--- src/rtl/bsa_pkg.sv ---
// ----------------------------------------------------------------------------
// bsa_pkg
// Shared constants and helpers of the bitmap slot allocator: word geometry
// of the free map, command and outcome codes, lowest-set-bit search.
// ----------------------------------------------------------------------------
package bsa_pkg;

   // Free map word geometry
   localparam int WORD_W    = 64;
   localparam int WORD_BITS = 6;

   // Width of the slot index fields on the channels
   localparam int INDEX_W = 12;

   // Default table size
   localparam int DEFAULT_SLOT_COUNT = 4096;

   // Command codes
   localparam logic CMD_ALLOC = 1'b0;
   localparam logic CMD_FREE  = 1'b1;

   // Outcome codes
   localparam logic OUTCOME_DONE = 1'b0;
   localparam logic OUTCOME_FULL = 1'b1;

   // Position of the lowest set bit of a word; zero when the word is empty
   function automatic logic [WORD_BITS-1:0] lowest_set(input logic [WORD_W-1:0] word);
      logic [WORD_BITS-1:0] pos;
      pos = '0;
      for (int i = WORD_W - 1; i >= 0; i--) begin
         if (word[i]) begin
            pos = WORD_BITS'(i);
         end
      end
      return pos;
   endfunction

endpackage

--- src/rtl/bsa_chan_if.sv ---
// ----------------------------------------------------------------------------
// bsa_req_if / bsa_rsp_if
// Valid/ready channels of the allocator: command items in, result items out.
// ----------------------------------------------------------------------------
interface bsa_req_if
   import bsa_pkg::*;
   ();
   logic               valid;
   logic               ready;
   logic               command;
   logic [INDEX_W-1:0] release_index;

   modport source (output valid, output command, output release_index, input ready);
   modport sink   (input valid, input command, input release_index, output ready);
endinterface

interface bsa_rsp_if
   import bsa_pkg::*;
   ();
   logic               valid;
   logic               ready;
   logic [INDEX_W-1:0] granted_index;
   logic               outcome;

   modport source (output valid, output granted_index, output outcome, input ready);
   modport sink   (input valid, input granted_index, input outcome, output ready);
endinterface

--- src/rtl/bsa_ram.sv ---
// ----------------------------------------------------------------------------
// bsa_ram
// Generic simple dual-port RAM: one write port, one read port with the read
// data registered.
// ----------------------------------------------------------------------------
module bsa_ram #(
   parameter int WIDTH  = 64,
   parameter int DEPTH  = 64,
   parameter int ADDR_W = (DEPTH > 1) ? $clog2(DEPTH) : 1
) (
   input  logic              clock,
   input  logic              wr_en,
   input  logic [ADDR_W-1:0] wr_addr,
   input  logic [WIDTH-1:0]  wr_data,
   input  logic [ADDR_W-1:0] rd_addr,
   output logic [WIDTH-1:0]  rd_data
);

   logic [WIDTH-1:0] mem [DEPTH];
   logic [WIDTH-1:0] rd_data_ff;

   // Write port and registered read port
   always_ff @(posedge clock) begin
      if (wr_en) begin
         mem[wr_addr] <= wr_data;
      end
      rd_data_ff <= mem[rd_addr];
   end

   assign rd_data = rd_data_ff;

endmodule

--- src/rtl/bitmap_slot_allocator.sv ---
// ----------------------------------------------------------------------------
// bitmap_slot_allocator
// Next-fit slot allocator over a bitmap of free flags held in a word RAM.
// ----------------------------------------------------------------------------
// Usage:
//   req_bus carries command items: an allocate (command 0) or a free of
//   release_index (command 1). rsp_bus returns one result item per command:
//   granted_index for a successful allocate, outcome 1 when no slot is free.
//   An allocate scans 64-slot words upward from the fresh pointer, then from
//   word 0 if that region holds nothing free. The RAM is read one word per
//   cycle in a pipelined scan; the hit word is written back in the cycle it
//   is examined.
//   A free in range passes through S_FREE, one out of range goes straight
//   to S_DONE; an allocate passes through S_SCAN, examining one word per
//   step, and then S_DONE. One item is in work at a time; the next is
//   taken as soon as the result is in the output register.
//   After reset a clearing pass writes all ceil(SLOT_COUNT / 64) words free
//   (64 at the default size), with req_bus.ready low.
//   When the receiver stalls, the result waits in the output register; one
//   more item is taken and finished, then held until that register frees.
// ----------------------------------------------------------------------------
module bitmap_slot_allocator
   import bsa_pkg::*;
#(
   parameter int SLOT_COUNT = DEFAULT_SLOT_COUNT
) (
   input  logic       clock,
   input  logic       reset,
   bsa_req_if.sink    req_bus,
   bsa_rsp_if.source  rsp_bus
);

   localparam int WORDS     = (SLOT_COUNT + WORD_W - 1) / WORD_W;
   localparam int WADDR_W   = (WORDS > 1) ? $clog2(WORDS) : 1;
   localparam int SLOT_W    = WADDR_W + WORD_BITS;
   localparam int PTR_W     = SLOT_W + 1;
   localparam int EXT_W     = ((SLOT_W > INDEX_W) ? SLOT_W : INDEX_W) + 1;
   localparam int LAST_WORD = WORDS - 1;
   localparam int LAST_BITS = SLOT_COUNT - LAST_WORD * WORD_W;

   localparam logic [WADDR_W-1:0] LAST_ADDR = WADDR_W'(LAST_WORD);
   localparam logic [WORD_W-1:0]  HI_MASK   = {WORD_W{1'b1}} >> (WORD_W - LAST_BITS);
   localparam logic [PTR_W-1:0]   PTR_END   = PTR_W'(SLOT_COUNT);
   localparam logic [EXT_W-1:0]   EXT_END   = EXT_W'(SLOT_COUNT);

   // Sequencer states
   localparam logic [2:0] S_CLEAR = 3'd0;
   localparam logic [2:0] S_IDLE  = 3'd1;
   localparam logic [2:0] S_SCAN  = 3'd2;
   localparam logic [2:0] S_FREE  = 3'd3;
   localparam logic [2:0] S_DONE  = 3'd4;

   logic [2:0]           state_ff, state_in;
   logic [WADDR_W-1:0]   scan_addr_ff, scan_addr_in;
   logic [WADDR_W-1:0]   chk_addr_ff, chk_addr_in;
   logic                 fresh_ff, fresh_in;
   logic [WORD_BITS-1:0] bit_ff, bit_in;
   logic [PTR_W-1:0]     fp_ff, fp_in;
   logic [INDEX_W-1:0]   res_index_ff, res_index_in;
   logic                 res_outcome_ff, res_outcome_in;
   logic                 rsp_valid_ff, rsp_valid_in;
   logic [INDEX_W-1:0]   rsp_index_ff, rsp_index_in;
   logic                 rsp_outcome_ff, rsp_outcome_in;

   logic                 ram_wr_en;
   logic [WADDR_W-1:0]   ram_wr_addr;
   logic [WORD_W-1:0]    ram_wr_data;
   logic [WADDR_W-1:0]   ram_rd_addr;
   logic [WORD_W-1:0]    ram_rd_data;

   logic                 req_fire;
   logic                 fresh_ok;
   logic [WADDR_W-1:0]   fp_word;
   logic [WORD_BITS-1:0] fp_bit;
   logic [EXT_W-1:0]     rel_ext;
   logic                 rel_ok;
   logic [WORD_W-1:0]    lo_mask;
   logic [WORD_W-1:0]    avail;
   logic                 hit;
   logic [WORD_BITS-1:0] hit_bit;
   logic [SLOT_W-1:0]    grant_slot;

   bsa_ram #(
      .WIDTH (WORD_W),
      .DEPTH (WORDS),
      .ADDR_W(WADDR_W)
   ) u_free_map (
      .clock  (clock),
      .wr_en  (ram_wr_en),
      .wr_addr(ram_wr_addr),
      .wr_data(ram_wr_data),
      .rd_addr(ram_rd_addr),
      .rd_data(ram_rd_data)
   );

   assign req_bus.ready = (state_ff == S_IDLE);
   assign req_fire      = req_bus.valid && req_bus.ready;

   // Fresh region start
   assign fresh_ok = (fp_ff < PTR_END);
   assign fp_word  = fp_ff[WORD_BITS +: WADDR_W];
   assign fp_bit   = fp_ff[WORD_BITS-1:0];

   // Release index range check
   assign rel_ext = EXT_W'(req_bus.release_index);
   assign rel_ok  = (rel_ext < EXT_END);

   // Mask the word under test to the region being searched
   assign lo_mask = (fresh_ff && (chk_addr_ff == fp_word)) ?
                    ({WORD_W{1'b1}} << fp_bit) : {WORD_W{1'b1}};
   assign avail   = ram_rd_data & lo_mask &
                    ((chk_addr_ff == LAST_ADDR) ? HI_MASK : {WORD_W{1'b1}});
   assign hit        = |avail;
   assign hit_bit    = lowest_set(avail);
   assign grant_slot = {chk_addr_ff, hit_bit};

   // Sequencer
   always_comb begin
      state_in       = state_ff;
      scan_addr_in   = scan_addr_ff;
      chk_addr_in    = chk_addr_ff;
      fresh_in       = fresh_ff;
      bit_in         = bit_ff;
      fp_in          = fp_ff;
      res_index_in   = res_index_ff;
      res_outcome_in = res_outcome_ff;
      ram_wr_en      = 1'b0;
      ram_wr_addr    = chk_addr_ff;
      ram_wr_data    = {WORD_W{1'b1}};
      ram_rd_addr    = scan_addr_ff;

      unique case (state_ff)
         S_CLEAR: begin
            ram_wr_en = 1'b1;
            if (chk_addr_ff == LAST_ADDR) begin
               state_in = S_IDLE;
            end else begin
               chk_addr_in = chk_addr_ff + WADDR_W'(1);
            end
         end
         S_IDLE: begin
            if (req_fire) begin
               res_index_in   = '0;
               res_outcome_in = OUTCOME_DONE;
               if (req_bus.command == CMD_FREE) begin
                  ram_rd_addr = rel_ext[WORD_BITS +: WADDR_W];
                  chk_addr_in = rel_ext[WORD_BITS +: WADDR_W];
                  bit_in      = rel_ext[WORD_BITS-1:0];
                  state_in    = rel_ok ? S_FREE : S_DONE;
               end else begin
                  // Start in the fresh region if it is not exhausted
                  fresh_in    = fresh_ok;
                  ram_rd_addr = fresh_ok ? fp_word : '0;
                  chk_addr_in = ram_rd_addr;
                  scan_addr_in = (ram_rd_addr == LAST_ADDR) ? ram_rd_addr :
                                 ram_rd_addr + WADDR_W'(1);
                  state_in    = S_SCAN;
               end
            end
         end
         S_SCAN: begin
            // Issue the next word while testing the current one
            chk_addr_in  = scan_addr_ff;
            scan_addr_in = (scan_addr_ff == LAST_ADDR) ? scan_addr_ff :
                           scan_addr_ff + WADDR_W'(1);
            if (hit) begin
               ram_wr_en    = 1'b1;
               ram_wr_data  = ram_rd_data & ~(WORD_W'(1) << hit_bit);
               res_index_in = INDEX_W'(grant_slot);
               fp_in        = fresh_ff ? PTR_W'(grant_slot) + PTR_W'(1) : PTR_END;
               state_in     = S_DONE;
            end else if (chk_addr_ff == LAST_ADDR) begin
               if (fresh_ff) begin
                  // Wrap around and search from word 0
                  fresh_in     = 1'b0;
                  ram_rd_addr  = '0;
                  chk_addr_in  = '0;
                  scan_addr_in = (LAST_ADDR == '0) ? '0 : WADDR_W'(1);
               end else begin
                  res_outcome_in = OUTCOME_FULL;
                  state_in       = S_DONE;
               end
            end
         end
         S_FREE: begin
            ram_wr_en   = 1'b1;
            ram_wr_data = ram_rd_data | (WORD_W'(1) << bit_ff);
            state_in    = S_DONE;
         end
         S_DONE: begin
            if (!rsp_valid_ff || rsp_bus.ready) begin
               state_in = S_IDLE;
            end
         end
         default: begin
            state_in = S_IDLE;
         end
      endcase
   end

   // Output register
   always_comb begin
      rsp_valid_in   = rsp_valid_ff && !rsp_bus.ready;
      rsp_index_in   = rsp_index_ff;
      rsp_outcome_in = rsp_outcome_ff;
      if ((state_ff == S_DONE) && (!rsp_valid_ff || rsp_bus.ready)) begin
         rsp_valid_in   = 1'b1;
         rsp_index_in   = res_index_ff;
         rsp_outcome_in = res_outcome_ff;
      end
   end

   // Control registers
   always_ff @(posedge clock) begin
      if (reset) begin
         state_ff     <= S_CLEAR;
         chk_addr_ff  <= '0;
         scan_addr_ff <= '0;
         fresh_ff     <= 1'b0;
         fp_ff        <= '0;
         rsp_valid_ff <= 1'b0;
      end else begin
         state_ff     <= state_in;
         chk_addr_ff  <= chk_addr_in;
         scan_addr_ff <= scan_addr_in;
         fresh_ff     <= fresh_in;
         fp_ff        <= fp_in;
         rsp_valid_ff <= rsp_valid_in;
      end
   end

   // Payload registers
   always_ff @(posedge clock) begin
      bit_ff         <= bit_in;
      res_index_ff   <= res_index_in;
      res_outcome_ff <= res_outcome_in;
      rsp_index_ff   <= rsp_index_in;
      rsp_outcome_ff <= rsp_outcome_in;
   end

   assign rsp_bus.valid         = rsp_valid_ff;
   assign rsp_bus.granted_index = rsp_index_ff;
   assign rsp_bus.outcome       = rsp_outcome_ff;

   // A result appears only out of the completion state
   a_rsp_from_done: assert property (@(posedge clock) disable iff (reset)
      $rose(rsp_valid_ff) |-> $past(state_ff) == S_DONE)
      else $error("result item raised outside completion");

   // A grant write-back clears exactly one free flag
   a_grant_one_bit: assert property (@(posedge clock) disable iff (reset)
      (state_ff == S_SCAN && ram_wr_en) |-> $countones(ram_rd_data ^ ram_wr_data) == 1)
      else $error("grant write-back changed other than one flag");

   // A release write-back changes at most one flag
   a_free_one_bit: assert property (@(posedge clock) disable iff (reset)
      (state_ff == S_FREE) |-> $countones(ram_rd_data ^ ram_wr_data) <= 1)
      else $error("release write-back changed more than one flag");

   // The fresh pointer never runs past the table end
   a_ptr_range: assert property (@(posedge clock) disable iff (reset)
      fp_ff <= PTR_END)
      else $error("fresh pointer beyond slot count");

endmodule
--- src/flat_wrapper.sv ---
// flat-port wrapper written by rule: the top's interface ports become plain ports
module bitmap_slot_allocator_flat import bsa_pkg::*;
#(
   parameter int SLOT_COUNT = DEFAULT_SLOT_COUNT
)
  (clock, reset, req_bus_valid, req_bus_command, req_bus_release_index, req_bus_ready, rsp_bus_valid, rsp_bus_granted_index, rsp_bus_outcome, rsp_bus_ready);
  bsa_req_if req_bus_i ();
  bsa_rsp_if rsp_bus_i ();
  input  logic clock;
  input  logic reset;
  input wire logic [$bits(req_bus_i.valid)-1:0] req_bus_valid;
  input wire logic [$bits(req_bus_i.command)-1:0] req_bus_command;
  input wire logic [$bits(req_bus_i.release_index)-1:0] req_bus_release_index;
  output wire logic [$bits(req_bus_i.ready)-1:0] req_bus_ready;
  output wire logic [$bits(rsp_bus_i.valid)-1:0] rsp_bus_valid;
  output wire logic [$bits(rsp_bus_i.granted_index)-1:0] rsp_bus_granted_index;
  output wire logic [$bits(rsp_bus_i.outcome)-1:0] rsp_bus_outcome;
  input wire logic [$bits(rsp_bus_i.ready)-1:0] rsp_bus_ready;
  assign req_bus_i.valid = req_bus_valid;
  assign req_bus_i.command = req_bus_command;
  assign req_bus_i.release_index = req_bus_release_index;
  assign req_bus_ready = req_bus_i.ready;
  assign rsp_bus_valid = rsp_bus_i.valid;
  assign rsp_bus_granted_index = rsp_bus_i.granted_index;
  assign rsp_bus_outcome = rsp_bus_i.outcome;
  assign rsp_bus_i.ready = rsp_bus_ready;
  bitmap_slot_allocator #(.SLOT_COUNT(SLOT_COUNT)) u_core (.clock(clock), .reset(reset), .req_bus(req_bus_i), .rsp_bus(rsp_bus_i));
endmodule
--- config.mk ---
export PLATFORM = sky130hd
export DESIGN_NAME = bitmap_slot_allocator_flat
export DESIGN_NICKNAME = d
export VERILOG_FILES = /design/src/rtl/bsa_pkg.sv /design/src/rtl/bsa_chan_if.sv /design/src/rtl/bsa_ram.sv /design/src/rtl/bitmap_slot_allocator.sv /design/src/flat_wrapper.sv
export SDC_FILE = /design/constraint.sdc
export NUM_CORES = 2
export LEC_CHECK = 0
export BUFFER_PORTS_ARGS = -buffer_cell sky130_fd_sc_hd__buf_4
export CAP_MARGIN = 20
export CORE_ASPECT_RATIO = 2
export CORE_MARGIN = 2
export CORE_UTILIZATION = 30
export CTS_BUF_LIST = sky130_fd_sc_hd__clkbuf_16
export CTS_CLUSTER_DIAMETER = 120
export DETAILED_ROUTE_END_ITERATION = 10
export SLEW_MARGIN = 10
export SYNTH_ARGS = -nofsm -noshare
export SYNTH_HDL_FRONTEND = slang
export SYNTH_SLANG_ARGS = --single-unit
--- constraint.sdc ---
create_clock -name clock -period 7.4 [get_ports clock]
set_input_delay 1.48 -clock clock [delete_from_list [all_inputs] [get_ports clock]]
set_output_delay 1.48 -clock clock [all_outputs]
set_load 0.05 [all_outputs]
; ---- Word-level counts from Yosys, hierarchy flattened
; Memory sizes are Yosys's and may differ from the RTL's. A register that Yosys moved wholly into a read port is not among the register bits.
; Cells that the tools add are included.
[classes]
mul = 0
reduce_logical = 20
div = 0
n_bitwise = 4
n_shift = 3
muxes = 113
n_eq_ne = 19
n_lt_le_gt_ge = 2
n_addsub = 4
[op_table]
columns = operator, n
row1 = 6-bit 2-to-1 mux, 79
row2 = 64-bit bitwise AND, 2
row3 = 64-bit 2-to-1 mux, 2
row4 = 64-bit one-hot mux with 2 select lines, 1
row5 = 1-bit by 6-bit << shifter with 64-bit output (first input constant), 2
row6 = 64-bit inverter, 1
row7 = 64-bit OR, 1
row8 = 64-bit OR reduction, 1
row9 = 64-bit by 6-bit << shifter with 64-bit output (first input constant), 1
row10 = 12-bit 2-to-1 mux, 2
row11 = 3-bit 2-to-1 mux, 8
row12 = 12-bit one-hot mux with 2 select lines, 1
row13 = 6-bit one-hot mux with 2 select lines, 2
row14 = 6-bit by 1-bit adder with 6-bit output (second input constant), 3
row15 = 6-bit == test (second input constant), 3
row16 = 6-bit one-hot mux with 3 select lines, 1
row17 = 3-bit one-hot mux with 5 select lines, 1
row18 = 5-bit AND reduction, 3
row19 = 12-bit by 1-bit adder with 13-bit output (second input constant), 1
row20 = 12-bit by 13-bit less-than comparator with 1-bit output (second input constant), 1
row21 = 13-bit less-than comparator (second input constant), 1
row22 = 13-bit 2-to-1 mux, 1
row23 = 1-bit 2-to-1 mux, 12
row24 = 3-bit AND reduction, 4
row25 = other kinds (17), 31
[totals]
memories = 1
romBits = 0
in_bits = 17
register_bits = 62
ram_bits = 4096
latchBits = 0
elab_cells = 177
[memory_table]
columns = memory, depth, width, rd, rd_ports_with_merged_regs, write_ports, line_no
row1 = u_core.u_free_map.mem, 64, 64, 1, 1, 1, bsa_ram.sv:19  ; logic [WIDTH-1:0] mem [DEPTH];

; ---- Depth between registers and ports, before layout
[depth]
word_depth = 73
ltp_mapped = 21
depth_no_buf = 16

; ---- Hierarchy
; Synthesis repeated with hierarchy kept, for this count alone.
[hier_totals]
hier_cells = 7653
area_unflattened_um2 = 163784.6
[by_module_without_submodules]
columns = mod, area_each_um2, cells_each, instances, seq_area_each_um2
row1 = bsa_ram, 156348.7, 6598, 1, 124279.2
row2 = bitmap_slot_allocator, 7435.9, 1055, 1, 1561.5

; ---- Least setup slack after synthesis
; No wires, ideal clock.
[synth_timing]
path_type = flip-flop to flip-flop
from = register u_core.fp_ff[9]
to = memory u_core.u_free_map.mem[47][0], enable pin
path_buffers = 4
period_less_slack_ns = 6.324
stages_incl_launch_ff = 15
arrival_ns = 5.837
path_slack_ns = 1.076
setup_time_ns = 0.487
cell_sequence = dfxtp_1 buf_2 xnor2_2 nand3_1 clkbuf_1 buf_1 nor4_1 o211ai_1 nor4_4 nand4_1 buf_2 nor2_1 a211oi_1 nand4b_1 nor2_1
[synth_between]
elab_chain_len = 9
[synth_rtl]
columns = item, line_no
row1 = "start, declared", bitmap_slot_allocator.sv:58  ; logic [PTR_W-1:0] fp_ff, fp_in;
row2 = "start signal, assigned", bitmap_slot_allocator.sv:227  ; fp_ff <= fp_in;
row3 = 6-bit == test, bitmap_slot_allocator.sv:109  ; assign lo_mask = (fresh_ff && (chk_addr_ff == fp_word)) ?
row4 = 1-bit logical AND, bitmap_slot_allocator.sv:109
row5 = 64-bit 2-to-1 mux, bitmap_slot_allocator.sv:109
row6 = 64-bit bitwise AND, bitmap_slot_allocator.sv:111  ; assign avail = ram_rd_data & lo_mask &
row7 = 64-bit OR reduction, bitmap_slot_allocator.sv:113  ; assign hit = |avail;
row8 = 1-bit 2-to-1 mux, bitmap_slot_allocator.sv:166  ; if (hit) begin
row9 = 1-bit one-hot mux with 2 select lines, bitmap_slot_allocator.sv:132  ; unique case (state_ff)
row10 = 1-bit 2-to-1 mux, bsa_ram.sv:24  ; if (wr_en) begin
row11 = 1-bit 2-to-1 mux (implied by the code), bsa_ram.sv:25  ; mem[wr_addr] <= wr_data;
row12 = "end, declared", bsa_ram.sv:19
; Every way passes these cells.

; ---- Final worst setup path
[layout_timing]
from = register u_core.chk_addr_ff[0]
to = register u_core.u_free_map.rd_data_ff[38] (netlist: u_core.u_free_map.rd_data[38]), read port of u_core.u_free_map.mem
[layout_between]
elab_chain_len = 7
elab_cells_between_ends = 9
cone_classes = eq/ne (2) / mux (4) / bitwise (1) / reduce/logical (2)
[layout_rtl]
columns = item, line_no
row1 = "start, declared", bitmap_slot_allocator.sv:55  ; logic [WADDR_W-1:0] chk_addr_ff, chk_addr_in;
row2 = "start signal, assigned", bitmap_slot_allocator.sv:224  ; chk_addr_ff <= chk_addr_in;
row3 = 6-bit == test, bitmap_slot_allocator.sv:109
row4 = 1-bit logical AND, bitmap_slot_allocator.sv:109
row5 = 64-bit 2-to-1 mux, bitmap_slot_allocator.sv:109
row6 = 64-bit bitwise AND, bitmap_slot_allocator.sv:111
row7 = 64-bit OR reduction, bitmap_slot_allocator.sv:113
row8 = 6-bit 2-to-1 mux (*), bitmap_slot_allocator.sv:166
row9 = 6-bit one-hot mux with 2 select lines (*), bitmap_slot_allocator.sv:132
row10 = "end, declared", bsa_ram.sv:20  ; logic [WIDTH-1:0] rd_data_ff;
; Mark *: on every way between the ends. The rest lies on a longest branch, timed or not.
; A chain may end at the register's enable or synchronous reset.

==> impl_metrics.yaml <==
power_and_ir_drop:
  swShare_pct: 20.1
  p_int_uw: 35500
  power_density_mw_per_mm2: 235
  ir_worst_vdd_v: 0.000202
  pwr-share-comb_pct: 0.7
  p_leak_uw: 0.0648
  p_clk_share_pct: 41.1
  p_switching_uw: 8960
  seqPwrFrac_pct: 58.2
critical_path:
  critPathLaunchType: "flip-flop"
  max_stage_delay_ps: 770
  critical_path_required_ps: 8180
  crit_path_cell_trace: "xnor2_1 > nand3_2 > buf_4 > o41ai_1 > and4_1 > nor4bb_1 > buf_4 > nand4_1 > o211ai_1 > buf_12 > buf_12 > buf_12 > mux4_2 > a22oi_1 > a21oi_1 > or4_1"
  crit_family: "simple AND/OR/NAND/NOR gates"
  slowest_stage: "o211ai_1"
  reg2reg_depth: 16
  critPathMaxFanout: 27
  cp.arrival_ps: 8010
  worstSetupPathType: "reg -> reg"
  worstSetupPathDepth: 16
  endpoint_kind: "flip-flop"
  path_buf_inv: 5
  cpMostUsedCell: "buf_12"
route:
  viasPerCell: 5.64
  vias: 100000
  drcViolationCount: 1
  drt_wl_total_um: 595000
  drt_iter0_markers: 14800
  dr.pass1.iters: 11
  ant_nets: 0
  avgRoutedWirePerCell_um: 33.5
floorplanning:
  core_area_mm2: 0.546
  start_util_pct: 30.1
  die_area_mm2: 0.554
  fp.dieW_um: 527
  io_pins: 32
  die_h_um: 1050
  row_count: 384
yosys:
  synthXorXnorAreaFrac_pct: 0.126
  syn_area_mm2: 0.164
  synth_warnings: 0
  synth.avg_cell_area_um2: 16.2
  synth_top_family_by_area: "simple AND/OR/NAND/NOR gates"
  synth_flop_cell: "edfxtp_1"
  syn_nets: 10200
  ys_seq_area_share_pct: 76.5
  synth_compound_area_share_pct: 5.08
  synthSimpleGateAreaFrac_pct: 8.93
  syn_inst: 10200
  muxShareOfSynthArea_pct: 7.41
  async_flop_share_pct: 0
  synthAdderAreaFrac_pct: 0.0685
  synth-edff-count: 4128
  synth-seq-cells: 4222
  yosysUniqueCellTypes: 82
sta:
  setup_viol: 0
  setup_tns_ps: 0
  slew_viol_final: 0
  fin_crit_sh_pct: 97.8
  rsz0062_at_grt: "no"
  fin_crit_ps: 7240
  timing.slew.headroom_pct: 15.4
  hold_ws_ps: 423
  fmax_mhz: 138
  clock_skew_ps: 72.0
  hold_viol: 0
  tightest_slew_ps: 1260
grt:
  grt_pass1_vias: 97200
  antenna_found_initial: 22
  grt_max_degree: 102
  overflow: 0
  grt_usage_pct: 20.7
  grt_pass1_wl_um: 801000
clocking:
  cts-htree-levels: 5
  clk_pin_slew_ps: 70
  clk_latency_ps: 970
  root_buffer: "clkbuf_16"
  cts_buffers: 319
  cts_max_path_buffers: 4
  cts.sinks: 4222
  cts_tree: "done"
outcome:
  failed_checks: "DRC"
  status: "finished, violations left"
hold_path:
  hold_class: "reg -> reg"
  hold_depth: 0
place:
  port_buffers: 31
  place_hpwl_um: 321000
  dpl.cell_count: 17200
  dpl-instance-area_mm2: 0.179
  routabilityCongestion: 1.06
finish:
  finalNetCount: 10400
  syn2layout_area_growth_pct: 15.2
  drive_above_1_share_pct: 15.9
  postLayoutCellArea_mm2: 0.189
  instances_no_fill: 17800
  fin_util_pct: 34.7
run:
  maxCapViolations: 0
layout make-up:
type	count	area [um^2]
inverters	23	86.3
multi-input cells	5259	36800
clock buffers	320	8010
repair buffers	533	6910
flip-flops and latches	4222	126000
fillers	51000	357000
clock inverters	270	2800
diodes	12	30.0
well taps	7141	8930
power groups by stage:
stage | clock network, uW | logic [uW] | registers (uW)
floorplan | 0 | 93.9 | 26400
global placement | 0 | 292 | 26400
detailed placement | 0 | 292 | 26400
CTS | 18500 | 292 | 25900
global route | 19200 | 293 | 25900
finish | 18300 | 298 | 25900
flip-flops by register name, summed over array words and instances, names as in the netlist, 3 cells and up:
register / cells
u_core.bit_ff: 6
u_core.scan_addr_ff: 6
u_core.u_free_map.rd_data: 64
u_core.state_ff: 3
u_core.chk_addr_ff: 6
u_core.rsp_bus.granted_index: 12
u_core.u_free_map.mem: 4096
u_core.res_index_ff: 12
u_core.fp_ff: 13
per-stage QoR:
step	worst slack (ps)	power, uW
detailed placement	491	26700
floorplan	1080	26500
global placement	576	26700
CTS	425	44700
global route	85.9	45400
finish	165	44500
cells in the final DEF (no fill, tap or decap), types with 67 or more instances in the layout:
master	instances
nand3_1	733
o21ai_0	105
nor2_1	94
nand4_1	198
nor2_4	68
nand2_1	2025
a21oi_1	377
clkinv_2	67
clkbuf_16	320
a32oi_1	69
inv_1	85
edfxtp_1	4128
or4_1	67
a31oi_1	272
mux4_2	499
a22oi_1	276
buf_12	232
dfxtp_1	94
buf_4	300
path summary, 6_finish.rpt:
check                                                   end                                  from  slack, ps
hold / removal    u_core.rsp_bus.granted_index[2]$_DFFE_PP_  u_core.res_index_ff[2]$_SDFFCE_PN0P_        420
setup reg to reg      u_core.u_free_map.rd_data[38]$_DFF_P_    u_core.chk_addr_ff[0]$_SDFFE_PP0P_        160
hold reg to reg   u_core.rsp_bus.granted_index[2]$_DFFE_PP_  u_core.res_index_ff[2]$_SDFFCE_PN0P_        420
setup / recovery      u_core.u_free_map.rd_data[38]$_DFF_P_    u_core.chk_addr_ff[0]$_SDFFE_PP0P_        160
per-layer routing:
metal	part of all wire (%)	track usage (%)
met1	32	22.9
met2	50	36.1
met3	9.0	3.25
met4	8.7	15.0
met5	0.0040	0
Yosys cell counts, types with 6 or more instances:
library cell,n,area share [%]
a211oi_1,13,0.059
mux2i_1,66,0.40
and3_1,9,0.034
nor4_1,8,0.030
o31ai_1,28,0.13
o2bb2ai_1,7,0.037
nand3_1,734,2.2
nor2b_1,18,0.068
nand4_1,198,0.75
nor3_1,23,0.070
buf_2,208,0.63
dfxtp_1,94,1.1
buf_1,53,0.12
a32oi_1,69,0.37
nand3b_1,6,0.027
xor2_1,6,0.032
edfxtp_1,4128,75
xnor2_1,14,0.075
or4_1,67,0.31
a22oi_1,276,1.3
inv_1,23,0.053
and4_1,8,0.043
a22o_1,16,0.085
nand2b_1,18,0.068
a21o_1,6,0.027
o22ai_1,11,0.042
mux4_2,499,6.8
ha_1,9,0.068
a31oi_1,275,1.0
nor2_1,162,0.37
buf_4,8,0.037
o41ai_1,7,0.037
or3_1,10,0.038
buf_6,27,0.18
a21oi_1,409,1.2
o211ai_1,8,0.037
mux4_1,11,0.18
o21ai_0,115,0.35
and2_1,19,0.072
clkbuf_1,354,0.81
nand2_1,2027,4.6
o31a_1,9,0.048
or2_2,13,0.049
logic make-up after synthesis:
kind of cell	count (synthesis)
buffers and inverters	674
adders and majority gates	9
xor gates and xnor gates	22
DFF	4222
AOI/OAI and AO/OA	1309
and+or+nand+nor	3343
muxes	576
timing repair:
item | 4_1_cts | 5_1_grt
buffers inserted | 0 | 0
endpoints found under the setup margin | 0 | 247
resized for setup | 0 | 1
hold buffers | 0 | 0
Power figures use the tool's default switching activity.
